### src/hw/rtl/weight_per_length_moving_average_defines.svh
// Assertion macros for the weight per length moving average block.
// Included by the top level, which checks its own logic; no dependencies.
`ifndef WEIGHT_PER_LENGTH_MOVING_AVERAGE_DEFINES_SVH
`define WEIGHT_PER_LENGTH_MOVING_AVERAGE_DEFINES_SVH
`ifndef ASSERT_OFF
// Checked while out of reset.
`define WPMA_ASSERT(lbl, clk, rstn, prop, msg) \
  lbl: assert property (@(posedge clk) disable iff (!rstn) prop) else $error(msg);
// Checked at every edge, reset included.
`define WPMA_ASSERT_ALWAYS(lbl, clk, prop, msg) \
  lbl: assert property (@(posedge clk) prop) else $error(msg);
`else
`define WPMA_ASSERT(lbl, clk, rstn, prop, msg)
`define WPMA_ASSERT_ALWAYS(lbl, clk, prop, msg)
`endif
`endif

### src/hw/rtl/wpma_div.sv
// Restoring divider, one quotient bit per cycle, 64 bit dividend, 40 bit divisor.
// No dependencies.
`timescale 1ns / 1ps
`default_nettype none
module wpma_div (
  input  wire logic        clk_i,
  input  wire logic        rst_ni,
  input  wire logic        start_i,
  input  wire logic [63:0] num_i,
  input  wire logic [39:0] den_i,
  output logic             busy_o,
  output logic             done_o,
  output logic [63:0]      quo_o
);

  logic [39:0] rem_q, rem_d;
  logic [63:0] quo_q, quo_d;
  logic [39:0] den_q;
  logic [5:0]  cnt_q;
  logic        busy_q, done_q;
  logic [40:0] trial;

  // One shift-subtract step
  always_comb begin
    trial = {rem_q, quo_q[63]};
    if (trial >= {1'b0, den_q}) begin
      rem_d = 40'(trial - {1'b0, den_q});
      quo_d = {quo_q[62:0], 1'b1};
    end else begin
      rem_d = trial[39:0];
      quo_d = {quo_q[62:0], 1'b0};
    end
  end

  always_ff @(posedge clk_i or negedge rst_ni) begin
    if (!rst_ni) begin
      busy_q <= 1'b0;
      done_q <= 1'b0;
      cnt_q  <= 6'd0;
    end else begin
      done_q <= busy_q && (cnt_q == 6'd63);
      if (start_i && !busy_q) begin
        busy_q <= 1'b1;
        cnt_q  <= 6'd0;
      end else if (busy_q) begin
        cnt_q <= cnt_q + 6'd1;
        if (cnt_q == 6'd63) busy_q <= 1'b0;
      end
    end
  end

  // Datapath
  always_ff @(posedge clk_i) begin
    if (start_i && !busy_q) begin
      rem_q <= 40'd0;
      quo_q <= num_i;
      den_q <= den_i;
    end else if (busy_q) begin
      rem_q <= rem_d;
      quo_q <= quo_d;
    end
  end

  assign busy_o = busy_q;
  assign done_o = done_q;
  assign quo_o  = quo_q;

endmodule
`default_nettype wire

### config.mk
export PLATFORM = sky130hd
export DESIGN_NAME = wpma_div
export DESIGN_NICKNAME = d
export VERILOG_FILES = /design/src/hw/rtl/weight_per_length_moving_average_defines.svh /design/src/hw/rtl/wpma_div.sv
export SDC_FILE = /design/constraint.sdc
export NUM_CORES = 1
export LEC_CHECK = 0
export BUFFER_PORTS_ARGS = -buffer_cell sky130_fd_sc_hd__buf_2
export CORE_ASPECT_RATIO = 1.1
export CORE_UTILIZATION = 45
export DETAILED_ROUTE_END_ITERATION = 8
export PLACE_DENSITY = 0.77
export SETUP_SLACK_MARGIN = 0.5
export SYNTH_ARGS = -nofsm -noshare
export SYNTH_HDL_FRONTEND = slang
export SYNTH_SLANG_ARGS = --single-unit
### constraint.sdc
create_clock -name clk_i -period 6.3 [get_ports clk_i]
set_clock_uncertainty 0.15 [all_clocks]
set_input_delay 1.26 -clock clk_i [delete_from_list [all_inputs] [get_ports clk_i]]
set_output_delay 1.26 -clock clk_i [all_outputs]
set_load 0.01 [all_outputs]
Word-level counts from Yosys, hierarchy flattened
Cells that the tools add are included.
Widths: inputs -> output; s select.
{ "word_totals": {"regBits": 152, "in_bits": 107} }
{ "classes": {"addsub": 2, "order_cmp": 1, "n_eq_ne": 1, "mux": 9, "n_reduce_logical": 4} }
{ "op_table": {"columns": ["op", "n"], "rows": [
  ["$mux 64", 2],
  ["$ge 41x40->1", 1],
  ["$mux 40", 1],
  ["$sub 40x40->40", 1],
  ["$mux 6", 2],
  ["$add 6x1->6 const B", 1],
  ["$eq 6x6->1 const B", 1],
  ["$mux 1", 4],
  ["$logic_and 1x1->1", 2],
  ["$reduce_bool 2->1", 1],
  ["$logic_not 1->1", 1]
]} }

Longest topological paths before layout
{ "logic_depth": {"depth_word": 4, "ltp_mapped": 15, "ltp_nobuf": 12} }

Worst setup path before layout
No wires, ideal clock.
{ "synth_path": {"path_type": "input to register", "startpoint": "input port start_i", "endpoint": "register quo_q[0] (netlist: quo_o[0]) (enable)", "setup_ns": 0.418, "t_arrival_ns": 2.801, "slack_ns": 2.931, "path_stages": 3, "path_buffers": 1, "path_cell_list": "nor2_1 > clkbuf_1 > inv_1"} }
{ "synth_between": {"elab_chain_len": 2} }
{ "synth_lines": {"columns": ["item", "line", "text"], "rows": [
  ["start: declaration", "wpma_div.sv:8", "input wire logic start_i,"],
  ["$logic_and 1x1->1", "wpma_div.sv:54", "if (start_i && !busy_q) begin"],
  ["$reduce_bool 2->1 (no source line)", null, null],
  ["end signal: assignment", "wpma_div.sv:56", "quo_q <= num_i;"],
  ["end signal: assignment", "wpma_div.sv:60", "quo_q <= quo_d;"],
  ["end: declaration", "wpma_div.sv:17", "logic [63:0] quo_q, quo_d;"]
]} }
Every way passes these cells.
A chain may end at the register's enable or synchronous reset.

Worst setup path in the final report
{ "layout_path": {"startpoint": "register den_q[16]", "endpoint": "register rem_q[32]"} }
{ "layout_between": {"elab_chain_len": 2, "elab_cells_between_ends": 3, "classes_between": "add/sub (1); order compare (1); mux (1)"} }
{ "layout_lines": {"columns": ["item", "line", "text"], "rows": [
  ["start: declaration", "wpma_div.sv:18", "logic [39:0] den_q;"],
  ["start signal: assignment", "wpma_div.sv:57", "den_q <= den_i;"],
  ["$sub 40x40->40 or $ge 41x40->1 (tied branches)", "wpma_div.sv:27, wpma_div.sv:26", null],
  ["$mux 40 (*)", "wpma_div.sv:26", "if (trial >= {1'b0, den_q}) begin"],
  ["end signal: assignment", "wpma_div.sv:59", "rem_q <= rem_d;"],
  ["end: declaration", "wpma_div.sv:16", "logic [39:0] rem_q, rem_d;"]
]} }
Mark *: on every way between the ends. The rest lies on a longest branch, timed or not.

==> out/summary.txt <==
initial antenna violation count: 0
final instance area: 9790 um^2
layout cells sized above 1: 21.2%
CP Class: flop to flop
Synth Cell Area: 8210 um^2
vias in the first global route: 6597
std cell rows: 51
leakage power: 4.48 nW
CTS Sinks: 152
status: finished clean
setup bufs post-CTS: 0
fin crit share: 56.0%
Root Driver: clkbuf_16
min setup slack post-route: 2770 ps
grt ovf: 0
Post-synth EDFFs: 104
core area: 17800 um^2
1st-iter DRT viols: 514
CP Max Fanout: 58
Filler cells: 1609
Die Wd: 131 um
R2R Setup Slk: 2770 ps
final WL: 20100 um
FF/Latch Area: 4120 um^2
Syn Nets: 1039
Synth Instances: 890
# H-tree levels: 4
port buffer count: 172
Syn. warnings: 0
Psw: 0.00208 W
clock share of power: 19.1%
DRT antenna net count: 0
WL/cell: 15.5 um
nets: 1194
synthesized area per cell: 9.22 um^2
VDD IR-drop max: 0.263 mV
Die H: 144 um
post_cts resized: 0
worst r2r path cells: 11
drc violations: 0
part of the power in registers: 35.2%
combinational power share: 45.7%
# setup viols final: 0
Initial Util: 46.1%
max-slew violations: 0
CTS buffer count: 17
reg-to-reg endpoint: rem_q[32]
Worst R2R Start: den_q[16]
Worst Hold Launch: rem_q[7]
DPL Wire Length: 14300 um
worst min path class: flop to flop
die area: 18800 um^2
Synth Flop Type: edfxtp_1
clk buf depth: 2
CTS tree: done
first-pass GRT wire length: 32000 um
TritonRoute pass-1 iters: 5
Max Fclk: 283 MHz
power density over cell area: 530 nW/um^2
Cell variety after synth: 61
worst-margin pin slew: 1150 ps
GR Util All Layers: 22.3%
Worst Hold End: rem_q[7]
# IOs: 173
routed via count: 6960
Net Sw Frac: 40.1%
clock period minus worst slack: 3530 ps
Vias per Instance: 5.37
WP data arrival: 3750 ps
Multi-input gate area: 3680 um^2
Setup crit end kind: flop
register area share after synthesis: 50.2%
clock-pin slew on the worst setup and hold paths: 60 ps
max_cap viols: 0
ys async rst share: 5.26%
Slew HR: 23.5%
RSZ-0062 raised after global routing: false
WHS Path Cells: 2
P_int: 0.00311 W
latest clock arrival within the worst-skew pair: 430 ps
cts hold-fix bufs: 0
setup TNS: 0 ps
count of state elements after synthesis: 152
P&R area growth vs syn: 19.3%
Place WS: 2630 ps
data required time of the worst path: 6520 ps
Placed Area: 9220 um^2
Fin. Hold Viols: 0
ANT cells: 0
critical path launch point type: flop
routability cong.: 0.908
largest net degree at the start of global routing: 78
[cell families (layout without fill, tap and decap cells)]
family / Yosys count / in the layout / synth area share (%)
AO/OA/AOI/OAI: 207 / 207 / 15.7
XOR/XNOR: 38 / 38 / 4.05
buffers and inverters: 98 / 266 / 5.05
multiplexers: 7 / 7 / 0.854
adder cells (fa/ha/maj): 42 / 42 / 6.49
flip-flops: 152 / 152 / 50.2
AND/OR/NAND/NOR: 346 / 346 / 17.6
[cell usage in the layout (no fill, tap or decap), drive strengths merged, types with 6 or more instances in the layout]
cell type,instances
dfrtp,8
inv,62
xor2,18
a32oi,6
ha,41
xnor2,20
mux2i,7
edfxtp,104
dfxtp,40
nor3,9
o21ai,62
clkbuf,17
a21o,17
nand3,18
a21oi,68
nand4,9
clkinv,6
nand2,244
buf,177
nor2,38
a22o,8
[synthesized netlist by cell type (all sizes together) (4+ instances only)]
cell | number | area share (%)
dfrtp | 8 | 2.4
inv | 57 | 2.6
a21oi | 68 | 4.3
nand2 | 244 | 11
o211ai | 5 | 0.52
clkbuf | 21 | 0.99
xnor2 | 20 | 2.1
nand2b | 5 | 0.47
o31ai | 4 | 0.37
nand4 | 9 | 0.69
and3 | 4 | 0.30
a31oi | 4 | 0.38
o21ai | 62 | 3.8
o21a | 5 | 0.46
buf | 20 | 1.4
nor4 | 5 | 0.38
a21o | 17 | 1.6
a22o | 8 | 0.85
o21bai | 5 | 0.46
edfxtp | 104 | 38
xor2 | 18 | 1.9
a32oi | 6 | 0.64
ha | 41 | 6.2
mux2i | 7 | 0.85
nor3 | 9 | 0.55
nand3 | 18 | 1.1
nor2b | 4 | 0.30
nor2 | 38 | 1.8
dfxtp | 40 | 9.8
[critical path: stages (launching register included)]
cell and delay, ps:
edfxtp_1 360, inv_1 90, ha_1 320, a21oi_1 260, o21ai_0 170, a21oi_1 190, o211ai_1 140, o21ai_0 170
and4_2 1020, and2_4 350, a22o_1 160, a21o_1 90
[worst max-delay path by stage]
| stage | slack [ps] | from | depth (start not counted) | endpoint |
|---|---|---|---|---|
| finish | 2770 | den_q[16] | 11 | rem_q[32] |
| global route | 2530 | den_q[4] | 11 | rem_q[32] |
| CTS | 2780 | den_q[4] | 11 | rem_q[32] |
| detailed placement | 2630 | start_i | 7 | quo_o[36] |
| global placement | 2690 | start_i | 7 | quo_o[52] |
| floorplan | 2930 | start_i | 3 | quo_o[0] |
[power by group through the flow]
stage                     combinational, W  sequential (W)  clock (W)
after floorplan                    0.00167         0.00188          0
after global placement             0.00230         0.00183          0
after detailed placement           0.00236         0.00183          0
after CTS                          0.00237         0.00182    0.00100
after global routing               0.00265         0.00187    0.00105
final                              0.00237         0.00183   0.000990
[cell type report]
cell class | count | share of cell area [%]
flip-flops and latches | 152 | 42.1
multi-input cells | 640 | 37.5
repair buffers | 177 | 9.30
clock buffers | 17 | 4.34
well taps | 238 | 3.04
inverters | 57 | 2.20
clock inverters | 15 | 1.47
[state kept, by name (all words and copies together), names as in the netlist]
name    cells
quo_o      64
rem_q      40
den_q      40
done_o      1
busy_o      1
cnt_q       6
[layer usage]
metal | GRT usage (%) | vias to the layer above | routed length (um)
met3 | 5.44 | 39 | 1550
li1 | - | 3409 | -
met2 | 36.3 | 284 | 9530
met1 | 28.1 | 3228 | 8470
met5 | 0 | - | 0
met4 | 9.92 | 0 | 536
[metrics by stage]
step           total power (W)  utilization, %  cells  hold WS [ps]
2_1_floorplan          0.00355               -    890           293
3_3_place_gp           0.00413            51.8   1264           307
3_5_place_dp           0.00419            51.8   1264           313
4_1_cts                0.00520            55.0   1296           322
5_1_grt                0.00557            55.0   1296           358
6_report               0.00519            55.0   1296           318
(Power assumes the default switching activity.)
