**src/hw/rtl/weight_per_length_moving_average_defines.svh**
```systemverilog
// Assertion macros for the weight per length moving average block.
// Included by the top level, which checks its own logic; no dependencies.
`ifndef WEIGHT_PER_LENGTH_MOVING_AVERAGE_DEFINES_SVH
`define WEIGHT_PER_LENGTH_MOVING_AVERAGE_DEFINES_SVH
`ifndef ASSERT_OFF
// Checked while out of reset.
`define WPMA_ASSERT(lbl, clk, rstn, prop, msg) \
  lbl: assert property (@(posedge clk) disable iff (!rstn) prop) else $error(msg);
// Checked at every edge, reset included.
`define WPMA_ASSERT_ALWAYS(lbl, clk, prop, msg) \
  lbl: assert property (@(posedge clk) prop) else $error(msg);
`else
`define WPMA_ASSERT(lbl, clk, rstn, prop, msg)
`define WPMA_ASSERT_ALWAYS(lbl, clk, prop, msg)
`endif
`endif

```
**src/hw/rtl/wpma_pkg.sv**
```systemverilog
// Shared constants, types and helpers of the weight per length moving average.
// No dependencies.
`timescale 1ns / 1ps
`default_nettype none
package wpma_pkg;

  localparam int unsigned MaxSamplesDef = 16;

  // Register indexes
  localparam logic [2:0] RegRateMethod = 3'd0;
  localparam logic [2:0] RegAvgWindow  = 3'd1;
  localparam logic [2:0] RegMinLength  = 3'd2;
  localparam logic [2:0] RegWidthMm    = 3'd3;
  localparam logic [2:0] RegAreaMode   = 3'd4;
  localparam logic [2:0] RegImpFactor  = 3'd5;
  localparam logic [2:0] RegDispFactor = 3'd6;
  localparam logic [2:0] RegAreaFactor = 3'd7;

  // Register reset values
  localparam logic [4:0]  AvgWindowRst  = 5'd4;
  localparam logic [31:0] MinLengthRst  = 32'd6554;
  localparam logic [15:0] WidthMmRst    = 16'd1000;
  localparam logic [31:0] ImpFactorRst  = 32'd11258999;
  localparam logic [31:0] DispFactorRst = 32'd16777216;
  localparam logic [31:0] AreaFactorRst = 32'd16777216;

  // Ring memory write control
  typedef struct packed {
    logic wr_en;
    logic clr;
  } ring_ctl_t;

  // Saturate a 64 bit quotient to 32 bits
  function automatic logic [31:0] sat_q(input logic [63:0] q);
    sat_q = (q[63:32] != 32'd0) ? 32'hFFFF_FFFF : q[31:0];
  endfunction

  // Q16.16 times Q8.24 product back to Q16.16, round half up, saturating
  function automatic logic [31:0] rnd_factor(input logic [63:0] p);
    logic [40:0] t;
    t = {1'b0, p[63:24]} + {40'd0, p[23]};
    rnd_factor = (t[40:32] != 9'd0) ? 32'hFFFF_FFFF : t[31:0];
  endfunction

  // Display value in hundredths, rounded
  function automatic logic [31:0] disp_round(input logic [63:0] p);
    logic [30:0] hi;
    logic [46:0] lo;
    logic [32:0] s;
    hi = 31'(p[63:40]) * 31'd100;
    lo = {7'd0, p[39:0]} * 47'd100 + 47'h80_0000_0000;
    s  = {2'b0, hi} + {26'd0, lo[46:40]};
    disp_round = s[32] ? 32'hFFFF_FFFF : s[31:0];
  endfunction

endpackage
`default_nettype wire

```
**src/hw/rtl/wpma_ring.sv**
```systemverilog
// Sample ring memory with per-entry valid bits; an invalid entry reads as zero.
// Depends on wpma_pkg.
`timescale 1ns / 1ps
`default_nettype none
module wpma_ring #(
  parameter int unsigned MAX_SAMPLES = wpma_pkg::MaxSamplesDef,
  localparam int unsigned AW = $clog2(MAX_SAMPLES)
) (
  input  wire logic                clk_i,
  input  wire logic                rst_ni,
  input  wire wpma_pkg::ring_ctl_t ctl_i,
  input  wire logic [AW-1:0]       wr_addr_i,
  input  wire logic [31:0]         wr_data_i,
  input  wire logic [AW-1:0]       rd_addr_i,
  output logic [31:0]              rd_data_o
);

  logic [31:0]            mem [MAX_SAMPLES];
  logic [MAX_SAMPLES-1:0] vld_q, vld_d;
  logic [31:0]            rd_q;
  logic                   rd_vld_q;

  // Ring clear drops all entries, a write in the same beat sets its entry
  always_comb begin
    vld_d = ctl_i.clr ? '0 : vld_q;
    if (ctl_i.wr_en) vld_d[wr_addr_i] = 1'b1;
  end

  always_ff @(posedge clk_i or negedge rst_ni) begin
    if (!rst_ni) begin
      vld_q <= '0;
    end else begin
      vld_q <= vld_d;
    end
  end

  // Synchronous write and registered read
  always_ff @(posedge clk_i) begin
    if (ctl_i.wr_en) mem[wr_addr_i] <= wr_data_i;
    rd_q     <= mem[rd_addr_i];
    rd_vld_q <= vld_q[rd_addr_i];
  end

  assign rd_data_o = rd_vld_q ? rd_q : 32'd0;

endmodule
`default_nettype wire

```
**config.mk**
```make
export PLATFORM = sky130hd
export DESIGN_NAME = wpma_ring
export DESIGN_NICKNAME = d
export VERILOG_FILES = /design/src/hw/rtl/weight_per_length_moving_average_defines.svh /design/src/hw/rtl/wpma_pkg.sv /design/src/hw/rtl/wpma_ring.sv
export SDC_FILE = /design/constraint.sdc
export NUM_CORES = 1
export LEC_CHECK = 0
export ABC_AREA = 1
export BUFFER_PORTS_ARGS = -buffer_cell sky130_fd_sc_hd__buf_2
export CAP_MARGIN = 0
export CORE_AREA = 5 5 160 315
export CTS_BUF_LIST = sky130_fd_sc_hd__clkbuf_8
export DETAILED_ROUTE_END_ITERATION = 10
export DIE_AREA = 0 0 165 320
export GPL_TIMING_DRIVEN = 0
export HOLD_SLACK_MARGIN = 0.02
export PLACE_DENSITY = 0.65
export SKIP_LAST_GASP = 1
export SLEW_MARGIN = 10
export SYNTH_ARGS = -nofsm -noshare
export SYNTH_HDL_FRONTEND = slang
export SYNTH_SLANG_ARGS = --single-unit
```
**constraint.sdc**
```tcl
create_clock -name clk_i -period 2.45 [get_ports clk_i]
set_input_delay 0.3675 -clock clk_i [delete_from_list [all_inputs] [get_ports clk_i]]
set_output_delay 0.3675 -clock clk_i [all_outputs]
set_load 0.03 [all_outputs]
```
# Word-level counts from Yosys, hierarchy flattened
# Memories as Yosys holds them, arrays and structs flattened. A register that Yosys moved wholly into a read port is not among the register bits.
# Cells that the tools add are included.
# word_totals
romBits	0
register_bits	17
mem_bits_rw	512
latch_bits	0
word_cells	17
mem_count	1
output_inout_bits	32
# memory_table
name	depth	word_bits	rd	rd_ports_with_merged_regs	write_ports	line_no	rtl
mem	16	32	1	1	1	wpma_ring.sv:18	logic [31:0] mem [MAX_SAMPLES];
# classes
order_cmp	3
n_shift	0
n_reduce_logical	1
n_eq_ne	0
mux	9
n_bitwise	1
div	0
mul	0
add_sub_neg	0
# ops
op	count
16-bit two-way mux	2
32-bit two-way mux	1
16-bit OR	1
4-bit by 5-bit < comparator with 1-bit output (second input constant)	2
1-bit binary-select mux with 4-bit select	1
1-bit demux with 4-bit select	1
4-bit by 1-bit greater-or-equal comparator with 1-bit output (second input constant)	1
1-bit two-way mux	4
1-bit logical AND	1

# Logic depth before layout (Yosys ltp)
# Gate-level depths: netlist of the first run.
# depth
depth_word	6
ltp_mapped	9

# Worst setup path after synthesis of the first run
# OpenSTA, ideal clock, no wires.
# synth_path
path_type	input to register
start	input wr_addr_i[2]
end	memory mem[10][0] (enable)
cell_stages	3
path_buffers	0
setup_slack_ps	11
arrival_time_ps	2018
path_cell_list	inv_1 > nand3_1 > nor2_1
# synth_rtl
item	line_no	rtl
from (decl)	wpma_ring.sv:12	input wire logic [AW-1:0] wr_addr_i,
to (decl)	wpma_ring.sv:18	
# No word-level cell before the write port.

# Final worst setup path of the first run
# layout_path
start	register rd_vld_q
end	output rd_data_o[13]
# layout_via
elab_chain_cells	1
# layout_rtl
item	line_no	rtl
from (decl)	wpma_ring.sv:21	logic rd_vld_q;
from (signal assigned)	wpma_ring.sv:41	rd_vld_q <= vld_q[rd_addr_i];
32-bit two-way mux	wpma_ring.sv:44	assign rd_data_o = rd_vld_q ? rd_q : 32'd0;
to (decl)	wpma_ring.sv:15	output logic [31:0] rd_data_o
# No other way between the ends.

==> results of run 1 <==
[placed cells by master (no fill, tap or decap), drive strengths merged]
cell,Yosys,routed
edfxtp,512,512
dlygate4sd3,0,1
buf,96,185
bufinv,0,7
clkinvlp,0,4
nand2,727,727
clkinv,0,26
dfxtp,33,33
clkbuf,17,97
nor2,19,19
diode,0,1
o22ai,16,16
nand3,401,401
inv,443,463
dfrtp,16,16
[what timing repair did]
action,in CTS,in global routing
gates resized for setup,3,3
setup endpoints to repair,20,15
setup buffers,0,0
hold buffers,1,0
hold endpoints to repair,16,0
pin swaps,0,0
[worst max path at each step]
stage                      from               endpoint  slack (ns)  cells after the start
2_1_floorplan      wr_addr_i[2]   mem[10][0]$_DFFE_PP_        0.01                      3
3_3_place_gp           ctl_i[1]  mem[15][17]$_DFFE_PP_       -2.12                      3
3_5_place_dp       rd_addr_i[2]        rd_q[8]$_DFF_P_        0.06                      7
4_1_cts        rd_vld_q$_DFF_P_          rd_data_o[13]       0.008                      4
5_1_grt        rd_vld_q$_DFF_P_          rd_data_o[12]        0.16                      4
6_report       rd_vld_q$_DFF_P_          rd_data_o[13]        0.23                      4
[kinds of logic (layout without fill, tap and decap cells)]
family | after synthesis | count (layout)
simple gates | 1147 | 1147
other cells | 0 | 1
buf+inv | 556 | 783
flops | 561 | 561
compound gates | 16 | 16
[final cells by class]
cell class | instances | area (sq um) | area share [%]
flip-flops and latches | 561 | 16400 | 61.5
multi-input cells | 1163 | 5030 | 18.8
inverters | 443 | 1660 | 6.22
clock buffers | 80 | 1100 | 4.12
well taps | 632 | 791 | 2.96
repair buffers | 90 | 726 | 2.71
plain buffers | 113 | 552 | 2.06
clock inverters | 57 | 448 | 1.67
diodes | 1 | 2.50 | 0.00936
[registers in the layout, indices dropped and copies added, names as in the netlist]
register	flops
rd_q	32
rd_vld_q	1
mem	512
vld_q	16
[report_power, final]
group | internal, W | switching (W) | total, W
combinational | 0.000401 | 0.00122 | 0.00162
sequential | 0.0107 | 0.0000670 | 0.0108
clock | 0.00380 | 0.00347 | 0.00728
[through the flow]
| stage | instance area [sq um] | total power [W] | util, % | hold slack [ns] | setup WS, ns |
|---|---|---|---|---|---|
| after global placement | 24700 | 0.0125 | 52.0 | 0.290 | -2.12 |
| after detailed placement | 25200 | 0.0126 | 53.0 | 0.298 | 0.0550 |
| final | 26700 | 0.0197 | 56.3 | 0.0956 | 0.228 |
| after floorplan | 23600 | 0.0118 | - | 0.0719 | 0.0112 |
| after global routing | 26700 | 0.0203 | 56.3 | 0.0863 | 0.161 |
| after CTS | 26700 | 0.0197 | 56.3 | 0.0602 | 0.00765 |
[metal layers]
metal	routed length [um]	vias to the layer above
met5	0	-
met4	5190	0
met3	5700	281
met2	37200	917
met1	23100	8079
li1	-	7643
==> flow_summary.toml, run 1 <==
[outcome]
status = "complete, no violations"

[routing]
drcViolationCount = 0
drt-initial-drc-count = 1559
drt.antenna.violating_nets = 0
vias_per_cell = 5.39
wl_per_cell_um = 22.6
num_vias = 16900
routed_wl_mm = 71.1
firstDrtPassIters = 5

[setup_path]
critPathMaxStageDelay_ns = 0.50
path_max_fanout = 10
crit_path_start_kind = "register"
critPathCaptureType = "output pin"
reg2reg_slack_ns = 1.29
critical_path_class = "reg2out"
worstPathArrival_ns = 1.85
regToRegEndpoint = "rd_q[22]$_DFF_P_"
slowest_stage = "dfxtp_2"
reg2reg_from = "mem[1][22]$_DFFE_PP_"
crit_required_ns = 2.08
reg2reg_depth = 6
cp_top_family = "buffers and inverters"
crit_buf_inv = 3
cp_cell_sequence = "clkbuf_4 > nand2_1 > inv_1 > buf_2"

[yosys]
synthesis.area_sq_um = 23600
synth_most_common_cell = "nand2_1"
synthMuxAreaShare_pct = 0
synth-seq-area-share_pct = 69.8
synth-simple-area-share_pct = 20.4
async_flop_share_pct = 2.85
netlist_top_cells_count = "nand2_1, edfxtp_1, inv_1"
yosys_warnings = 0
yosys.area_share.adder_pct = 0
yosys.area.top_type = "edfxtp_1"
synth_top_family_by_area = "simple AND/OR/NAND/NOR gates"
synthFlopType = "edfxtp_1"
synth_cell_types = 13
synth_top_area_share_pct = 65.3
syn-num-nets = 2324
avgSynthCellArea_sq_um = 10.3
synth_compound_area_share_pct = 0.425
synthTopCellsByArea = "edfxtp_1, nand2_1, nand3_1"
synthXorXnorAreaFrac_pct = 0
synth_seq_cells = 561
postSynthCellCount = 2280
synth_edf_count = 512

[global_routing]
grt_overflow = 0
grtUsageMet3_pct = 4.41
met1_usage_pct = 28.8
top_usage_layer = "met2"
grt_pass1_wl_mm = 103
grt_util_all_layers_pct = 27.0
grt_max_degree = 21
grt_pass1_vias = 16900
gr-usage-met2_pct = 48.0
antenna_found_initial = 1

[finish]
nFillCells = 4080
drive_gt1_share_pct = 12.0
instances_no_fill = 3140
synthToLayoutAreaGrowth_pct = 13.6
final_nets = 2490

[clocking]
clock_sinks = 561
cts_buffers = 74
clk_pin_slew_ns = 0.07
cts_tree = "yes"
h-tree-depth = 3
clockRootBuffer = "clkbuf_8"
cts.path.max_buffers = 3
insertion_delay_ns = 0.66

[placement]
dp.cells = 3001
dp_hpwl_mm = 47.6
globalplace.congestion = 0.848
portBuffers = 72

[floorplan]
start_util_pct = 49.6
die_area_sq_um = 52800
core_sq_um = 47500
die_h_um = 320
ios = 76
die_w_um = 165
row_count = 113

[pwr]
worst_ir_drop_vdd_mv = 0.372
p_leak_nw = 11.9
p_per_area_nw_per_um2 = 735

[timing]
finalHoldViolations = 0
report.final.slew_viol_count = 0
timing.fmax_mhz = 450
relSlewSlack_pct = 12.7
setup_violations = 0
worst_clock_skew_ns = 0.0261
fin_crit_ns = 2.22
tns_ns = 0
period_share_pct = 90.7
worst_pin_slew_ns = 1.31
rsz0062_at_grt = "false"

[worst_hold_path]
worstHoldEndpoint = "mem[4][23]$_DFFE_PP_"
hold_depth = 1
min_path_type = "in2reg"
holdCritStartpoint = "wr_data_i[23]"

[job]
maxCapViolCount = 0
(Power assumes the default switching activity.)
==> run 2: changes to the inputs <==
--- a/config.mk
+++ b/config.mk
@@ -6,15 +6,15 @@
 export NUM_CORES = 1
 export LEC_CHECK = 0
 export ABC_AREA = 1
-export BUFFER_PORTS_ARGS = -buffer_cell sky130_fd_sc_hd__buf_2
+export BUFFER_PORTS_ARGS = -buffer_cell sky130_fd_sc_hd__buf_4
 export CAP_MARGIN = 0
-export CORE_AREA = 5 5 160 315
+export CORE_AREA = 5 5 158 312
 export CTS_BUF_LIST = sky130_fd_sc_hd__clkbuf_8
 export DETAILED_ROUTE_END_ITERATION = 10
-export DIE_AREA = 0 0 165 320
+export DIE_AREA = 0 0 163 317
 export GPL_TIMING_DRIVEN = 0
 export HOLD_SLACK_MARGIN = 0.02
-export PLACE_DENSITY = 0.65
+export PLACE_DENSITY = 0.66
 export SKIP_LAST_GASP = 1
 export SLEW_MARGIN = 10
 export SYNTH_ARGS = -nofsm -noshare
==> flow_summary.toml, run 2 (synthesized netlist as in run 1, its figures left out) <==
[pwr]
p_int_w = 0.0144
p_clk_share_pct = 35.0
p_per_area_nw_per_um2 = 709
p_leak_nw = 12.0
p_sw_share_pct = 24.6
worst_ir_drop_vdd_mv = 0.342
p_total_w = 0.0191
p_seq_share_pct = 56.2
power_switching_w = 0.00471
p_comb_share_pct = 8.9

[finish]
final_nets = 2514
drive_gt1_share_pct = 11.3
post-route-util_pct = 58.1
final_common_cell = "nand2_1"
reg_top3 = "mem x512, rd_q x32, vld_q x16"
nFillCells = 3881
instances_no_fill = 3156
final_area_sq_um = 27000
largest_reg_flops = 512
synthToLayoutAreaGrowth_pct = 14.7
final_cell_mix = "nand2_1, edfxtp_1, inv_1, nand3_1, clkbuf_8"
regMostFlops = "mem"

[placement]
dp.cells = 2996
placed_cell_area_sq_um = 25400
dp_hpwl_mm = 47.4
portBuffers = 72
dp_worst_setup_slack_ns = -0.00702
globalplace.congestion = 0.887

[routing]
drt.antenna.violating_nets = 0
wl_per_cell_um = 22.4
wl_met3_mm = 5.60
drcViolationCount = 0
num_vias = 16900
highest_layer = "met5"
drt-initial-drc-count = 1545
routed_wl_mm = 70.6
wl_met2_mm = 36.0
firstDrtPassIters = 6
vias_per_cell = 5.35
wl_met1_mm = 23.4

[timing]
worst_clock_skew_ns = 0.0296
period_share_pct = 97.7
fin_crit_ns = 2.39
setup_violations = 0
setup_slack_ns = 0.0565
worst_pin_slew_ns = 1.25
timing.fmax_mhz = 418
relSlewSlack_pct = 16.5
rsz0062_at_grt = "false"
finalHoldViolations = 0
report.final.slew_viol_count = 0

[floorplan]
ios = 76
row_count = 112
die_area_sq_um = 51700
start_util_pct = 50.6
die_h_um = 317
die_w_um = 163
core_sq_um = 46500

[setup_path]
crit_start = "rd_vld_q$_DFF_P_"
crit_required_ns = 2.08
critical_path_class = "reg2out"
critPathCaptureType = "output pin"
path_max_fanout = 10
crit_path_start_kind = "register"
critPathMaxStageDelay_ns = 0.56
regToRegEndpoint = "rd_q[22]$_DFF_P_"
reg2reg_slack_ns = 1.31
reg2reg_depth = 6
slowest_stage = "dfxtp_1"
reg2reg_from = "mem[3][22]$_DFFE_PP_"
cp_cell_sequence = "buf_2 > nand2_1 > inv_1 > buf_4"
endpoint = "rd_data_o[8]"
worstPathArrival_ns = 2.03

[clocking]
post_cts.repair.setup_buffers = 0
clock_sinks = 561
cts.path.max_buffers = 3
clk_pin_slew_ns = 0.07
cts_buffers = 74
cts_tree = "yes"
insertion_delay_ns = 0.65
clockRootBuffer = "clkbuf_8"
h-tree-depth = 3

[global_routing]
grt_max_degree = 20
grt_util_all_layers_pct = 27.6
grt_overflow = 0
grt_pass1_vias = 17200
grt_pass1_wl_mm = 103
antenna_found_initial = 2

[worst_hold_path]
min_path_type = "in2reg"
hold_depth = 1
holdCritStartpoint = "wr_data_i[22]"

[job]
maxCapViolCount = 0

[outcome]
status = "complete, no violations"
==> run 2: cell count changes in the layout (fill, tap and decap cells not counted), sizes merged <==
cell         previous run  this run
buf                   185       186
bufinv                  7         1
clkbuf                 97       101
clkinv                 26        21
clkinvlp                4         1
dlygate4sd3             1        25
inv                   463       469
==> run 2: worst max-delay path, delay by kind of cell (launching register included) <==
kind          cells  cell delay [ns]
buf+inv           3             0.61
flops             1             0.56
simple gates      1             0.19
==> run 2: worst min-delay path by stage <==
stage                                       end  slack, ns
after floorplan              vld_q[0]$_DFF_PN0_       0.07
after global placement       vld_q[0]$_DFF_PN0_       0.23
after detailed placement     vld_q[0]$_DFF_PN0_       0.24
after CTS                  mem[3][16]$_DFFE_PP_       0.02
after global routing      mem[12][16]$_DFFE_PP_       0.04
final                      mem[3][22]$_DFFE_PP_       0.05
==> run 2: layout make-up <==
cell class | instances | area (sq um) | area share, %
Tap cell | 627 | 785 | 2.90
Inverter | 443 | 1660 | 6.15
Clock inverter | 49 | 224 | 0.829
Clock buffer | 85 | 1170 | 4.33
Multi-Input combinational cell | 1163 | 5030 | 18.6
Antenna cell | 1 | 2.50 | 0.00926
Timing Repair Buffer | 114 | 1160 | 4.30
Sequential cell | 561 | 16400 | 60.8
Buffer | 113 | 549 | 2.03
==> run 2: power by group through the flow <==
stage          logic, W  registers [W]  clock network (W)
2_1_floorplan  0.000870         0.0109                  0
3_3_place_gp    0.00157         0.0110                  0
3_5_place_dp    0.00165         0.0110                  0
4_1_cts         0.00169         0.0108            0.00674
5_1_grt         0.00183         0.0108            0.00715
6_report        0.00170         0.0108            0.00669
==> run 2: repair_timing <==
item / 4_1_cts / 5_1_grt
hold buffers: 25 / 0
hold endpoints to repair: 330 / 0
gates resized for setup: 3 / 1
endpoints found under the setup margin: 26 / 1
==> run 2: per-stage QoR <==
step	hold WS (ns)	TNS, ns
final	0.0508	0
after detailed placement	0.238	-0.0484
after global placement	0.234	-933.12
after global routing	0.0401	0
after floorplan	0.0719	0
after CTS	0.0200	0
==> run 2: metal layers <==
layer / GRT usage [%] / up-vias
met5: 0 / -
met4: 19.3 / 2
met3: 5.02 / 283
met2: 48.8 / 903
met1: 29.6 / 8002
li1: - / 7695
